### config.mk
export PLATFORM = sky130hd
export DESIGN_NAME = ifs_cordic_cell
export DESIGN_NICKNAME = d
export VERILOG_FILES = /design/src/hdl/ifs_pkg.sv /design/src/hdl/ifs_cordic_cell.sv
export SDC_FILE = /design/constraint.sdc
export NUM_CORES = 1
export LEC_CHECK = 0
export BUFFER_PORTS_ARGS = -buffer_cell sky130_fd_sc_hd__buf_2
export CORE_AREA = 3 3 233 235
export CTS_CLUSTER_SIZE = 14
export DETAILED_ROUTE_END_ITERATION = 10
export DIE_AREA = 0 0 236 238
export PLACE_DENSITY = 0.7
export SYNTH_ARGS = -nofsm -noshare
export SYNTH_HDL_FRONTEND = slang
export SYNTH_SLANG_ARGS = --single-unit
### constraint.sdc
create_clock -name clk -period 23.2 [get_ports clk]
set_input_delay 2.32 -clock clk [delete_from_list [all_inputs] [get_ports clk]]
set_output_delay 2.32 -clock clk [all_outputs]
set_load 0.02 [all_outputs]
### src/hdl/ifs_pkg.sv
`default_nettype none
package ifs_pkg;

  localparam int SINCOS_STAGES = 24;

  localparam logic signed [33:0] CORDIC_GAIN = 34'sd652032874;
  localparam logic signed [33:0] PI_Q30      = 34'sd3373259426;
  localparam logic signed [33:0] HALF_PI_Q30 = 34'sd1686629713;
  localparam logic signed [64:0] CLAMP_BOUND = 65'sd65536000000000000;

  localparam logic [1:0] REG_GRAVITY  = 2'd0;
  localparam logic [1:0] REG_STATIC   = 2'd1;
  localparam logic [1:0] REG_KINETIC  = 2'd2;
  localparam logic [1:0] REG_STEP     = 2'd3;

  typedef struct packed {
    logic               valid;
    logic signed [63:0] pos;
    logic signed [63:0] vel;
    logic signed [31:0] ang;
  } ctx_t;

  typedef struct packed {
    ctx_t               ctx;
    logic signed [33:0] x;
    logic signed [33:0] y;
    logic signed [33:0] z;
    logic               flip;
  } cordic_t;

  typedef struct packed {
    logic [23:0] gravity;
    logic [17:0] scoef;
    logic [17:0] kcoef;
    logic [31:0] tstep;
  } cfg_t;

  typedef struct packed {
    logic               valid;
    logic signed [63:0] pos;
    logic signed [63:0] vel;
    logic signed [31:0] ang;
    logic               pclamp;
    logic               vclamp;
  } res_t;

  function automatic logic signed [33:0] ifs_atan(input logic [4:0] i);
    logic signed [33:0] a;
    case (i)
      5'd0:  a = 34'sd843314857;
      5'd1:  a = 34'sd497837829;
      5'd2:  a = 34'sd263043837;
      5'd3:  a = 34'sd133525159;
      5'd4:  a = 34'sd67021687;
      5'd5:  a = 34'sd33543516;
      5'd6:  a = 34'sd16775851;
      5'd7:  a = 34'sd8388437;
      5'd8:  a = 34'sd4194283;
      5'd9:  a = 34'sd2097149;
      5'd10: a = 34'sd1048576;
      5'd11: a = 34'sd524288;
      5'd12: a = 34'sd262144;
      5'd13: a = 34'sd131072;
      5'd14: a = 34'sd65536;
      5'd15: a = 34'sd32768;
      5'd16: a = 34'sd16384;
      5'd17: a = 34'sd8192;
      5'd18: a = 34'sd4096;
      5'd19: a = 34'sd2048;
      5'd20: a = 34'sd1024;
      5'd21: a = 34'sd512;
      5'd22: a = 34'sd256;
      5'd23: a = 34'sd128;
      5'd24: a = 34'sd64;
      5'd25: a = 34'sd32;
      5'd26: a = 34'sd16;
      5'd27: a = 34'sd8;
      5'd28: a = 34'sd4;
      5'd29: a = 34'sd2;
      5'd30: a = 34'sd1;
      default: a = 34'sd0;
    endcase
    return a;
  endfunction

endpackage
`default_nettype wire

### src/hdl/ifs_cordic_cell.sv
`default_nettype none
module ifs_cordic_cell (
  input  wire logic             clk,
  input  wire logic             rst,
  input  wire logic             en,
  input  wire logic [4:0]       stage,
  input  wire ifs_pkg::cordic_t din,
  output ifs_pkg::cordic_t      dout
);
  import ifs_pkg::*;

  cordic_t nxt;

  always_comb begin
    nxt = din;
    if (!din.z[33]) begin
      nxt.x = din.x - ($signed(din.y) >>> stage);
      nxt.y = din.y + ($signed(din.x) >>> stage);
      nxt.z = din.z - ifs_atan(stage);
    end else begin
      nxt.x = din.x + ($signed(din.y) >>> stage);
      nxt.y = din.y - ($signed(din.x) >>> stage);
      nxt.z = din.z + ifs_atan(stage);
    end
  end

  always_ff @(posedge clk) begin
    if (rst) begin
      dout.ctx.valid <= 1'b0;
    end else if (en) begin
      dout <= nxt;
    end
  end

endmodule
`default_nettype wire

==> results of run 1 <==
## per-layer routing
layer	wire length (um)	share of wire (%)
met2	41180	50
met1	31170	38
met3	6833	8.2
met5	112	0.14
met4	3648	4.4
## metrics by stage
step	total power [uW]	util (%)	hold slack [ns]
floorplan	1091	-	0.5788
global placement	1280	45.77	0.4784
detailed placement	1290	45.77	0.4855
CTS	1778	47.63	0.5076
global route	1858	47.63	0.5564
finish	1768	47.64	0.5069
## cell usage after synthesis, types with 41 or more instances
library cell               count
sky130_fd_sc_hd__o21ai_0      95
sky130_fd_sc_hd__clkbuf_1     48
sky130_fd_sc_hd__nor2_1      149
sky130_fd_sc_hd__xnor2_1     104
sky130_fd_sc_hd__edfxtp_1    263
sky130_fd_sc_hd__nand2_1     145
sky130_fd_sc_hd__nand3_1      41
sky130_fd_sc_hd__mux2_2       43
sky130_fd_sc_hd__a21oi_1     172
sky130_fd_sc_hd__mux4_2       72
sky130_fd_sc_hd__xor2_1       69
sky130_fd_sc_hd__ha_1        110
sky130_fd_sc_hd__mux2i_1      79
sky130_fd_sc_hd__inv_1        48
## cells in the final DEF (no fill, tap or decap), drive strengths merged, types with 17 or more instances in the layout
cell type / n
o21a: 20
inv: 51
buf: 551
nand2: 146
mux4: 75
and3: 19
and2: 17
a211oi: 20
o21ai: 97
xnor2: 104
mux2i: 79
a21oi: 172
a21o: 40
clkbuf: 33
nand2b: 28
nor3: 29
nand3: 41
nor2: 149
xor2: 69
o22ai: 19
mux2: 43
nor2b: 32
a31oi: 24
clkinv: 17
edfxtp: 263
ha: 110
## cell families (layout without fill, tap and decap cells)
logic type / Yosys count / in the layout / synth area share [%]
xor+xnor: 173 / 173 / 7.245
mux: 197 / 197 / 14.23
buf+inv: 159 / 656 / 3.793
other cells: 0 / 2 / 0
fa+ha+maj: 113 / 113 / 6.868
simple gates: 529 / 529 / 12.53
compound gates: 554 / 554 / 17.49
flops: 264 / 264 / 37.86
## power groups by stage
stage               sequential (uW)  clock [uW]  combinational [uW]
detailed placement              625           0                 665
CTS                             616         491                 671
finish                          615         476                 677
global route                    620         510                 728
floorplan                       696           0                 395
global placement                623           0                 657
## worst register-to-register path, cell delays in order (launching register included)
cell and delay, ns:
sky130_fd_sc_hd__dfxtp_1 0.31, sky130_fd_sc_hd__mux2i_1 0.12, sky130_fd_sc_hd__nor2_1 0.05
## cell type report
class                      instances  area, um^2  share of cell area [%]
clock inverter                    22       214.0                  0.8564
timing repair buffer             551        2821                   11.29
multi-input combinational       1566       12210                   48.89
antenna                            2       5.005                 0.02003
sequential                       264        7918                   31.69
tap                              688       860.8                   3.446
clock buffer                      33       762.0                   3.050
inverter                          50       187.7                  0.7512
## worst max path at each step
stage / start / to / slack, ns / depth (start not counted)
floorplan: rst / dout[0] / 8.33 / 1
global placement: stage[0] / dout[67] / 13.92 / 20
detailed placement: stage[0] / dout[65] / 13.69 / 20
CTS: stage[0] / dout[65] / 14.22 / 20
global route: stage[0] / dout[65] / 13.60 / 20
finish: stage[0] / dout[65] / 13.99 / 20
==> impl_results.md, run 1 <==
* Status: finished clean
* Cell area after synthesis at 20920 um^2
* Worst IR drop on VDD at 0.00006050 V
* DRT antenna net count at 0
* Total number of vias at 19360
* Leakage power at 0.01033 uW
* Layout cells sized above 1 at 30.37%
* Buffers on Ports at 535
* Arrival time worst endpoint at 9.58 ns
* Worst skew pair latency at 0.59 ns
* Clock tree root buffer cell: sky130_fd_sc_hd__clkbuf_16
* Largest delay share family, worst path: compound AO/OA/AOI/OAI gates
* Final net count at 2848
* Combinational fraction of design power at a little under two fifths
* Final weighted congestion of routability-driven global placement at 0.9904
* Post-route cell area at 24980 um^2
* Largest register by flop count: dout
* Crit-path slowest cell: sky130_fd_sc_hd__buf_4
* Maximum number of pins on one net before global-route repair at 162
* Global-route wire length before repair at 120300 um
* Core area at 52450 um^2
* Reg-to-reg startpoint: dout[263]
* Met2 capacity usage during global routing at 49.07%
* Gates resized, CTS repair at 0
* Post-synth top area cell: sky130_fd_sc_hd__edfxtp_1
* Total track usage at 27.88%
* Starting density of the core at 39.88%
* Number of buffers added by the clock tree synthesis step at 30
* Wirelength, routed at 82950 um
* Cells after Synth at roughly 2000
* Most crowded layer after global routing: met2
* Met1 track utilization from global routing at 34.10%
* FMAX at 108.6 MHz
* Chip Width at 236 um
* Slack of the worst reg-to-reg path at 22.62 ns
* Count of final hold-check violations at 0
* Internal Pwr Total at 1128 uW
* Hold Crit Class: flop to flop
* Num ports at 536
* Number of flip-flops in the largest register at 264
* Non-filler cells in the finished layout at 3176
* Number of setup buffers added after CTS at 0
* WHS Endpoint: dout[263]
* Relative slew slack at 31.42%
* Cell types with the largest area share after synthesis: sky130_fd_sc_hd__edfxtp_1 38%, sky130_fd_sc_hd__mux4_2 7.8%, sky130_fd_sc_hd__ha_1 6.6%
* Die area at 56170 um^2
* Routed vias/inst at ~6.1
* Fillers at 4855
* Ordered list of cells on the worst path: buf_6, buf_4, mux4_1, a222oi_1, o22ai_1, a211oi_1, and2_1, and4_1, a21oi_1, xnor2_1, ha_1, a21oi_1, nand4_1, a2111oi_0, o211ai_1, nand2_1, o31ai_1, o311a_1, a221o_1, o311ai_0
* Clock Path Buffers at 3
* Count of TritonRoute iterations in the first routing pass at 5
* Cells on worst reg2reg path at 2
* Number of antenna violations at the first check in global routing at 12
* Chip height at between 200 and 250 um
* # rows at 84
* Part of the Yosys area used for sequential elements at a little under two fifths
* Number of warning messages in the yosys log at 0
* Critical path's most frequent cell: sky130_fd_sc_hd__a21oi_1
* Hold Path Cell Cnt at 2
* Post-synthesis register bit count at 264
* Proportion of netlist area held by the largest area contributor at 37.76%
* Largest clock skew in the final design at 0 ns
* Total net switching power at 639.7 uW
* Period Utilization, post-route at 39.70%
* Post-synthesis average cell area at 10.52 um^2
* Setup WS pre-CTS at approximately 14 ns
* Distinct cell type count after synthesis at 95
* Congestion Overflow GR at 0
* Kind of start point of the critical path: primary input
* Final critical-path required period at 9.210 ns
* Part of the power in registers at about a third
* Count of max-cap constraint violations at 0
* Met3 track demand over resource at 4.982%
* Cell Count Post-Placement at 3119
* Top FF cell, synth: sky130_fd_sc_hd__edfxtp_1
* Worst Setup Slack, final at 13.99 ns
* TritonCTS clock tree: yes
* Via count of the first global-routing pass at 18630
* Cell area after placement at about 24000 um^2
* Areal power density over the cells at 70.77 nW/um^2
* Source of the worst hold timing path: dout[263]
* Number of sinks handled by clock tree synthesis at 264
* Count of flip-flops with a built-in enable after synthesis at 263
* Clock transition at the registers of the reported paths at 0.06 ns
* Largest regs: dout x264
* DRC Markers at 0
* Endpoint kind of the worst setup timing path: flop
* Data required time of the worst path at 23.57 ns
* Detailed placement HPWL at 63930 um
* Slew at the pin closest to its max-slew limit at between 1 and 1.5 ns
* Sum of buffers and inverters on the critical path at 2
* FFs w/ async S/R, synth at 0%
* Violation count after the first detailed-routing iteration at 1969
* Area growth from synthesis to layout at 19.45%
* CTS Hold Buffers Added at 0
* Largest driver fanout on the critical path at 78
* # H-tree levels at 1
* Clock network power share at 26.9%
* Largest stage delay on the critical path at a little over 0.8 ns
* DR WL/cell at 26.12 um
* Endpoint of the most critical register-to-register path: dout[263]
* Setup repair after global routing missed its margin: no
* Kind of critical path: primary input to flop
* Final number of setup-violating endpoints at 0
* Pins over their slew limit at 0
* Total Negative Setup Slacks at 0 ns
* Synth Net Count at 2374
* Switching part of the total at 36.18%
Power figures use the tool's default switching activity.
==> inputs of run 2 (changes only) <==
==> constraint.sdc (replaced) <==
create_clock -name clk -period 9 [get_ports clk]
set_input_delay 0.9 -clock clk [delete_from_list [all_inputs] [get_ports clk]]
set_output_delay 0.9 -clock clk [all_outputs]
set_load 0.02 [all_outputs]
==> run 2 against run 1 <==
  * Non-clock buffer count is 2 higher
  * Total power grew to 2.6 times the previous value
  * Core utilization is 0.24 points higher
  * Worst setup slack worse by 12 ns
  * Cell count hardly changed
  * Clock power grew to 2.8 times the previous value
  * Register-to-register slack worse by 14 ns
  * Combinational power grew to 2.6 times the previous value
  * Via count is 0.52% lower
  * Flip-flop and latch count stayed put
==> impl_results.md, run 2 (synthesis gave the netlist of run 1 again) <==
* Kind of critical path: primary input to flop
* Worst Setup Slack, final at 1.848 ns
* Detailed placement HPWL at ~64000 um
* Clock tree root buffer cell: sky130_fd_sc_hd__clkbuf_16
* Setup WS pre-CTS at 1.356 ns
* Source of the worst hold timing path: din[131]
* Total track usage at 28.13%
* Routed length on met2 at 40530 um
* Routed length on met1 at 31720 um
* Reg-to-reg startpoint: dout[263]
* Final critical-path required period at 7.152 ns
* Internal Pwr Total at 3007 uW
* Gates resized, CTS repair at 0
* Total length of routed met3 wires at 7060 um
* Setup repair after global routing missed its margin: no
* Number of antenna violations at the first check in global routing at 9
* Worst IR drop on VDD at 0.0001486 V
* Routed vias/inst at 6.061
* Buffers on Ports at 535
* Data required time of the worst path at 9.33 ns
* Number of setup buffers added after CTS at 0
* Total number of vias at 19260
* Endpoint of the most critical register-to-register path: dout[263]
* Clock Path Buffers at 3
* Final number of setup-violating endpoints at 0
* Number of sinks handled by clock tree synthesis at roughly 260
* CTS Hold Buffers Added at 0
* Via count of the first global-routing pass at 18950
* Final weighted congestion of routability-driven global placement at 0.9932
* Count of TritonRoute iterations in the first routing pass at 8
* Slew at the pin closest to its max-slew limit at 1.387 ns
* DR WL/cell at 26.34 um
* Worst hold slack across all endpoints at about 0.48 ns
* Period Utilization, post-route at 79.46%
* Final Power at 4660 uW
* Arrival time worst endpoint at 7.49 ns
* Clock network power share at 28.4%
* Cells on worst reg2reg path at 2
* Starting density of the core at 39.88%
* DRT antenna net count at 0
* Num ports at 536
* Largest register by flop count: dout
* Global-route wire length before repair at between 100000 and 150000 um
* Hold Path Cell Cnt at 1
* Kind of start point of the critical path: primary input
* Area growth from synthesis to layout at 20.04%
* Chip height at 238 um
* Part of the power in registers at 34.0%
* Hold Crit Class: primary input to flop
* Areal power density over the cells at about 190 nW/um^2
* Status: finished clean
* Combinational fraction of design power at 37.7%
* Uppermost layer routed: met5
* Relative slew slack at 7.181%
* Total net switching power at 1653 uW
* # H-tree levels at 1
* TritonCTS clock tree: yes
* Number of buffers added by the clock tree synthesis step at 31
* Largest driver fanout on the critical path at 81
* Count of final hold-check violations at 0
* Number of flip-flops in the largest register at 264
* Final net count at around 2900
* Maximum number of pins on one net before global-route repair at 164
* # rows at 84
* Core area at 52450 um^2
* Leakage power at between 0.01 and 0.015 uW
* Switching part of the total at between 30% and 40%
* Slack of the worst reg-to-reg path at roughly 8.4 ns
* Violation count after the first detailed-routing iteration at 1801
* Largest regs: dout x264
* Clock transition at the registers of the reported paths at 0.06 ns
* Commonest non-fill, non-tap cell in the layout: sky130_fd_sc_hd__buf_2
* DRC Markers at 0
* Largest clock skew in the final design at 0 ns
* Total Negative Setup Slacks at 0 ns
* Worst skew pair latency at about 0.59 ns
* WHS Endpoint: dout[131]
* Die area at 56170 um^2
* Layout cells sized above 1 at 30.35%
* Leading cell types in the layout, fill and taps excluded: 532 x sky130_fd_sc_hd__buf_2, 263 x sky130_fd_sc_hd__edfxtp_1, 172 x sky130_fd_sc_hd__a21oi_1
* Pins over their slew limit at 0
* Count of max-cap constraint violations at 0
* Post-Route Utilization at 47.87%
* Congestion Overflow GR at 0
* Wirelength, routed at 83710 um
* FMAX at 139.8 MHz
* Endpoint kind of the worst setup timing path: flop
* Chip Width at 236 um
-- run 2: cell types whose count changed in the layout (fill, tap and decap cells not counted) --
cell / delta
sky130_fd_sc_hd__buf_12: +2
sky130_fd_sc_hd__bufinv_16: +3
sky130_fd_sc_hd__clkbuf_1: -3
sky130_fd_sc_hd__clkbuf_16: +1
sky130_fd_sc_hd__clkinv_1: +5
sky130_fd_sc_hd__clkinv_2: -6
sky130_fd_sc_hd__clkinv_4: -1
sky130_fd_sc_hd__clkinv_8: -1
sky130_fd_sc_hd__clkinvlp_4: +1
sky130_fd_sc_hd__inv_6: +1
-- run 2: final cells by class --
cell class,instances,area (um^2)
clock inverters,24,284.0
repair buffers,553,2861
inverters,50,187.7
clock buffers,31,775.7
diodes,2,5.005
multi-input cells,1566,12210
well taps,688,860.8
fillers,4824,27340
flip-flops and latches,264,7918
-- run 2: worst max path at each step --
stage                         from       end  slack [ns]  cells past startpoint
after global routing      stage[0]  dout[34]        1.24                     23
after floorplan                 en   dout[0]        0.82                      1
final                     stage[0]  dout[34]        1.85                     23
after detailed placement  stage[0]  dout[34]        1.36                     23
after global placement    stage[0]  dout[67]        1.53                     20
after CTS                 stage[0]  dout[34]        1.97                     23
-- run 2: worst max-delay path: stages --
cell and delay [ns]:
sky130_fd_sc_hd__buf_6 0.62, sky130_fd_sc_hd__inv_1 0.62, sky130_fd_sc_hd__ha_1 0.55, sky130_fd_sc_hd__mux2i_1 0.28, sky130_fd_sc_hd__o22ai_1 0.13, sky130_fd_sc_hd__a2bb2oi_1 0.29, sky130_fd_sc_hd__ha_1 0.24, sky130_fd_sc_hd__nand3_1 0.07
sky130_fd_sc_hd__nor3_1 0.38, sky130_fd_sc_hd__nor2b_1 0.53, sky130_fd_sc_hd__a21oi_1 0.17, sky130_fd_sc_hd__xor2_1 0.18, sky130_fd_sc_hd__ha_1 0.40, sky130_fd_sc_hd__nand3_1 0.14, sky130_fd_sc_hd__nor2_1 0.26, sky130_fd_sc_hd__nand3_1 0.18
sky130_fd_sc_hd__a311o_1 0.43, sky130_fd_sc_hd__a31o_2 0.29, sky130_fd_sc_hd__a31oi_1 0.30, sky130_fd_sc_hd__nand4_1 0.14, sky130_fd_sc_hd__nand4b_1 0.11, sky130_fd_sc_hd__a21oi_1 0.09, sky130_fd_sc_hd__xor2_1 0.14
-- run 2: metal layers --
layer  up-vias  track usage [%]
met1      9318            34.22
met2      1073            48.46
met3       241            5.421
met5         -                0
met4        12            12.83
li1       8619                -
-- run 2: power groups by stage --
stage	clock (uW)	combinational, uW	sequential (uW)
2_1_floorplan	0	1020	1780
3_3_place_gp	0	1690	1610
3_5_place_dp	0	1720	1610
4_1_cts	1350	1730	1580
5_1_grt	1410	1890	1590
6_report	1320	1760	1580
-- run 2: per-stage QoR --
step / area (um^2) / std cells
2_1_floorplan: 20920 / 1989
3_3_place_gp: 24040 / 3121
3_5_place_dp: 24040 / 3121
5_1_grt: 25100 / 3177
6_report: 25110 / 3178
4_1_cts: 25100 / 3176
==> inputs of run 3 (changes only) <==
==> constraint.sdc (replaced) <==
create_clock -name clk -period 7.2 [get_ports clk]
set_input_delay 0.72 -clock clk [delete_from_list [all_inputs] [get_ports clk]]
set_output_delay 0.72 -clock clk [all_outputs]
set_load 0.02 [all_outputs]
==> run 3 against run 2 <==
  * Sequential share of layout area is 0.40 points lower
  * Die area is the same
  * Flip-flop and latch count unchanged
  * Clock power rose by 14%
  * Clock skew unchanged
  * Largest cell class unchanged
  * Highest routed layer unchanged
==> impl_results.md, run 3 (synthesis gave the netlist of run 1 again) <==
* Status: finished clean
* Clock network power share at 26.4%
* Final critical-path required period at 6.363 ns
* Setup repair after global routing missed its margin: no
* Commonest non-fill, non-tap cell in the layout: sky130_fd_sc_hd__buf_2
* Arrival time worst endpoint at 6.74 ns
* Kind of critical path: primary input to flop
* Fillers at 4914
* Global-route wire length before repair at between 100000 and 150000 um
* Largest regs: dout x264
* FMAX at around 160 MHz
* Chip height at 238 um
* Number of flip-flops in the largest register at 264
* Final weighted congestion of routability-driven global placement at 0.9837
* Final net count at 2901
* Num ports at about 540
* Gates resized, CTS repair at 0
* Buffers on Ports at 535
* Worst IR drop on VDD at 0.0001969 V
* Clock Path Buffers at 3
* Detailed placement HPWL at 65880 um
* Count of TritonRoute iterations in the first routing pass at 6
* Part of the power in registers at 34.6%
* Violation count after the first detailed-routing iteration at between 1500 and 2000
* Multi-input gate area at 12210 um^2
* Internal Pwr Total at between 3000 and 4000 uW
* Areal power density over the cells at 225.0 nW/um^2
* Total net switching power at 2068 uW
* DR WL/cell at between 20 and 30 um
* Total number of vias at slightly below 20000
* Wirelength, routed at around 84000 um
* Number of buffers added by the clock tree synthesis step at 31
* TritonCTS clock tree: yes
* Congestion Overflow GR at 0
* Pins over their slew limit at 0
* Slew at the pin closest to its max-slew limit at 1.084 ns
* Clock tree root buffer cell: sky130_fd_sc_hd__clkbuf_16
* Number of antenna violations at the first check in global routing at 9
* Met2 capacity usage during global routing at approximately 49%
* Hold Crit Class: primary input to flop
* Storage cell area at 7918 um^2
* Leakage power at 0.01061 uW
* DRT antenna net count at 0
* Final number of setup-violating endpoints at 0
* DRC Markers at 0
* Met1 track utilization from global routing at a little over a third
* Area growth from synthesis to layout at 21.58%
* Total Negative Setup Slacks at 0 ns
* # H-tree levels at 1
* Die area at between 50000 and 60000 um^2
* Number of setup buffers added after CTS at 0
* # rows at 84
* Largest driver fanout on the critical path at 45
* Largest clock skew in the final design at 0 ns
* Count of final hold-check violations at 0
* Most crowded layer after global routing: met2
* Leading cell types in the layout, fill and taps excluded: 532 x sky130_fd_sc_hd__buf_2, 263 x sky130_fd_sc_hd__edfxtp_1, 172 x sky130_fd_sc_hd__a21oi_1
* Worst skew pair latency at 0.58 ns
* Cell area after placement at 24450 um^2
* Count of max-cap constraint violations at 0
* Total track usage at between 20% and 30%
* Layout cells sized above 1 at 31.73%
* Routed vias/inst at 6.032
* Chip Width at ~240 um
* Number of sinks handled by clock tree synthesis at 264
* Maximum number of pins on one net before global-route repair at 140
* Combinational fraction of design power at 39.0%
* Switching part of the total at around 36%
* Data required time of the worst path at 7.58 ns
* Starting density of the core at 39.88%
* Period Utilization, post-route at between 80% and 90%
* Met3 track demand over resource at 5.178%
* Largest register by flop count: dout
* CTS Hold Buffers Added at 0
* Post-route cell area at 25430 um^2
* Clock transition at the registers of the reported paths at 0.07 ns
* Via count of the first global-routing pass at 19050
* Core area at 52450 um^2
* Relative slew slack at 27.17%
* Endpoint kind of the worst setup timing path: flop
* Kind of start point of the critical path: primary input
[run 3: cell type report]
class                   count  area share (%)
well taps                 688           3.385
inverters                  50          0.7381
clock inverters            22          0.7086
multi-input cells        1566           48.02
clock buffers              35           3.110
flip-flops and latches    264           31.14
diodes                      2         0.01968
repair buffers            603           12.88
[run 3: path summary, 6_finish.rpt]
kind | startpoint | endpoint | slack, ns | cells past startpoint
max | stage[0] | dout[65] | 0.84 | 22
min | din[178] | dout[178] | 0.30 | 1
max reg2reg | dout[263] | dout[263] | 6.63 | 2
min reg2reg | dout[263] | dout[263] | 0.49 | 2
[run 3: power by group through the flow]
stage          clock (uW)  combinational, uW  sequential (uW)
3_5_place_dp            0               2190             2010
3_3_place_gp            0               2170             2000
4_1_cts              1560               2210             1980
2_1_floorplan           0               1270             2220
6_report             1510               2230             1980
5_1_grt              1620               2400             1990
[run 3: worst max-delay path, stage by stage]
cell and delay [ns]:
sky130_fd_sc_hd__buf_6 0.41, sky130_fd_sc_hd__buf_12 0.33, sky130_fd_sc_hd__mux4_2 0.57, sky130_fd_sc_hd__mux2i_1 0.22
sky130_fd_sc_hd__o22ai_1 0.12, sky130_fd_sc_hd__nor3_1 0.42, sky130_fd_sc_hd__buf_4 0.21, sky130_fd_sc_hd__and2_1 0.16
sky130_fd_sc_hd__and4_1 0.32, sky130_fd_sc_hd__a21oi_1 0.12, sky130_fd_sc_hd__xor2_1 0.19, sky130_fd_sc_hd__ha_1 0.38
sky130_fd_sc_hd__a21oi_1 0.22, sky130_fd_sc_hd__nand4_1 0.11, sky130_fd_sc_hd__a2111oi_0 0.45, sky130_fd_sc_hd__buf_4 0.21
sky130_fd_sc_hd__o211ai_1 0.10, sky130_fd_sc_hd__nand2_1 0.12, sky130_fd_sc_hd__o31ai_1 0.14, sky130_fd_sc_hd__o311a_1 0.39
sky130_fd_sc_hd__a221o_1 0.45, sky130_fd_sc_hd__o311ai_0 0.34
[run 3: metrics by stage]
step | hold WS, ns | setup slack [ns] | total power, uW | util [%] | instances
after floorplan | 0.5788 | 0.5254 | 3496 | - | 1989
after global placement | 0.4696 | 0.4113 | 4178 | 46.62 | 3171
after detailed placement | 0.4821 | 0.3968 | 4200 | 46.62 | 3171
after CTS | 0.2674 | 0.9963 | 5752 | 48.48 | 3228
after global routing | 0.2826 | 0.4187 | 6012 | 48.48 | 3229
final | 0.3038 | 0.8374 | 5722 | 48.49 | 3230
[run 3: per-layer routing]
metal	wire (um)	vias up
met5	40	-
met4	3942	6
met3	7195	214
met2	40480	1101
met1	32450	9441
li1	-	8721
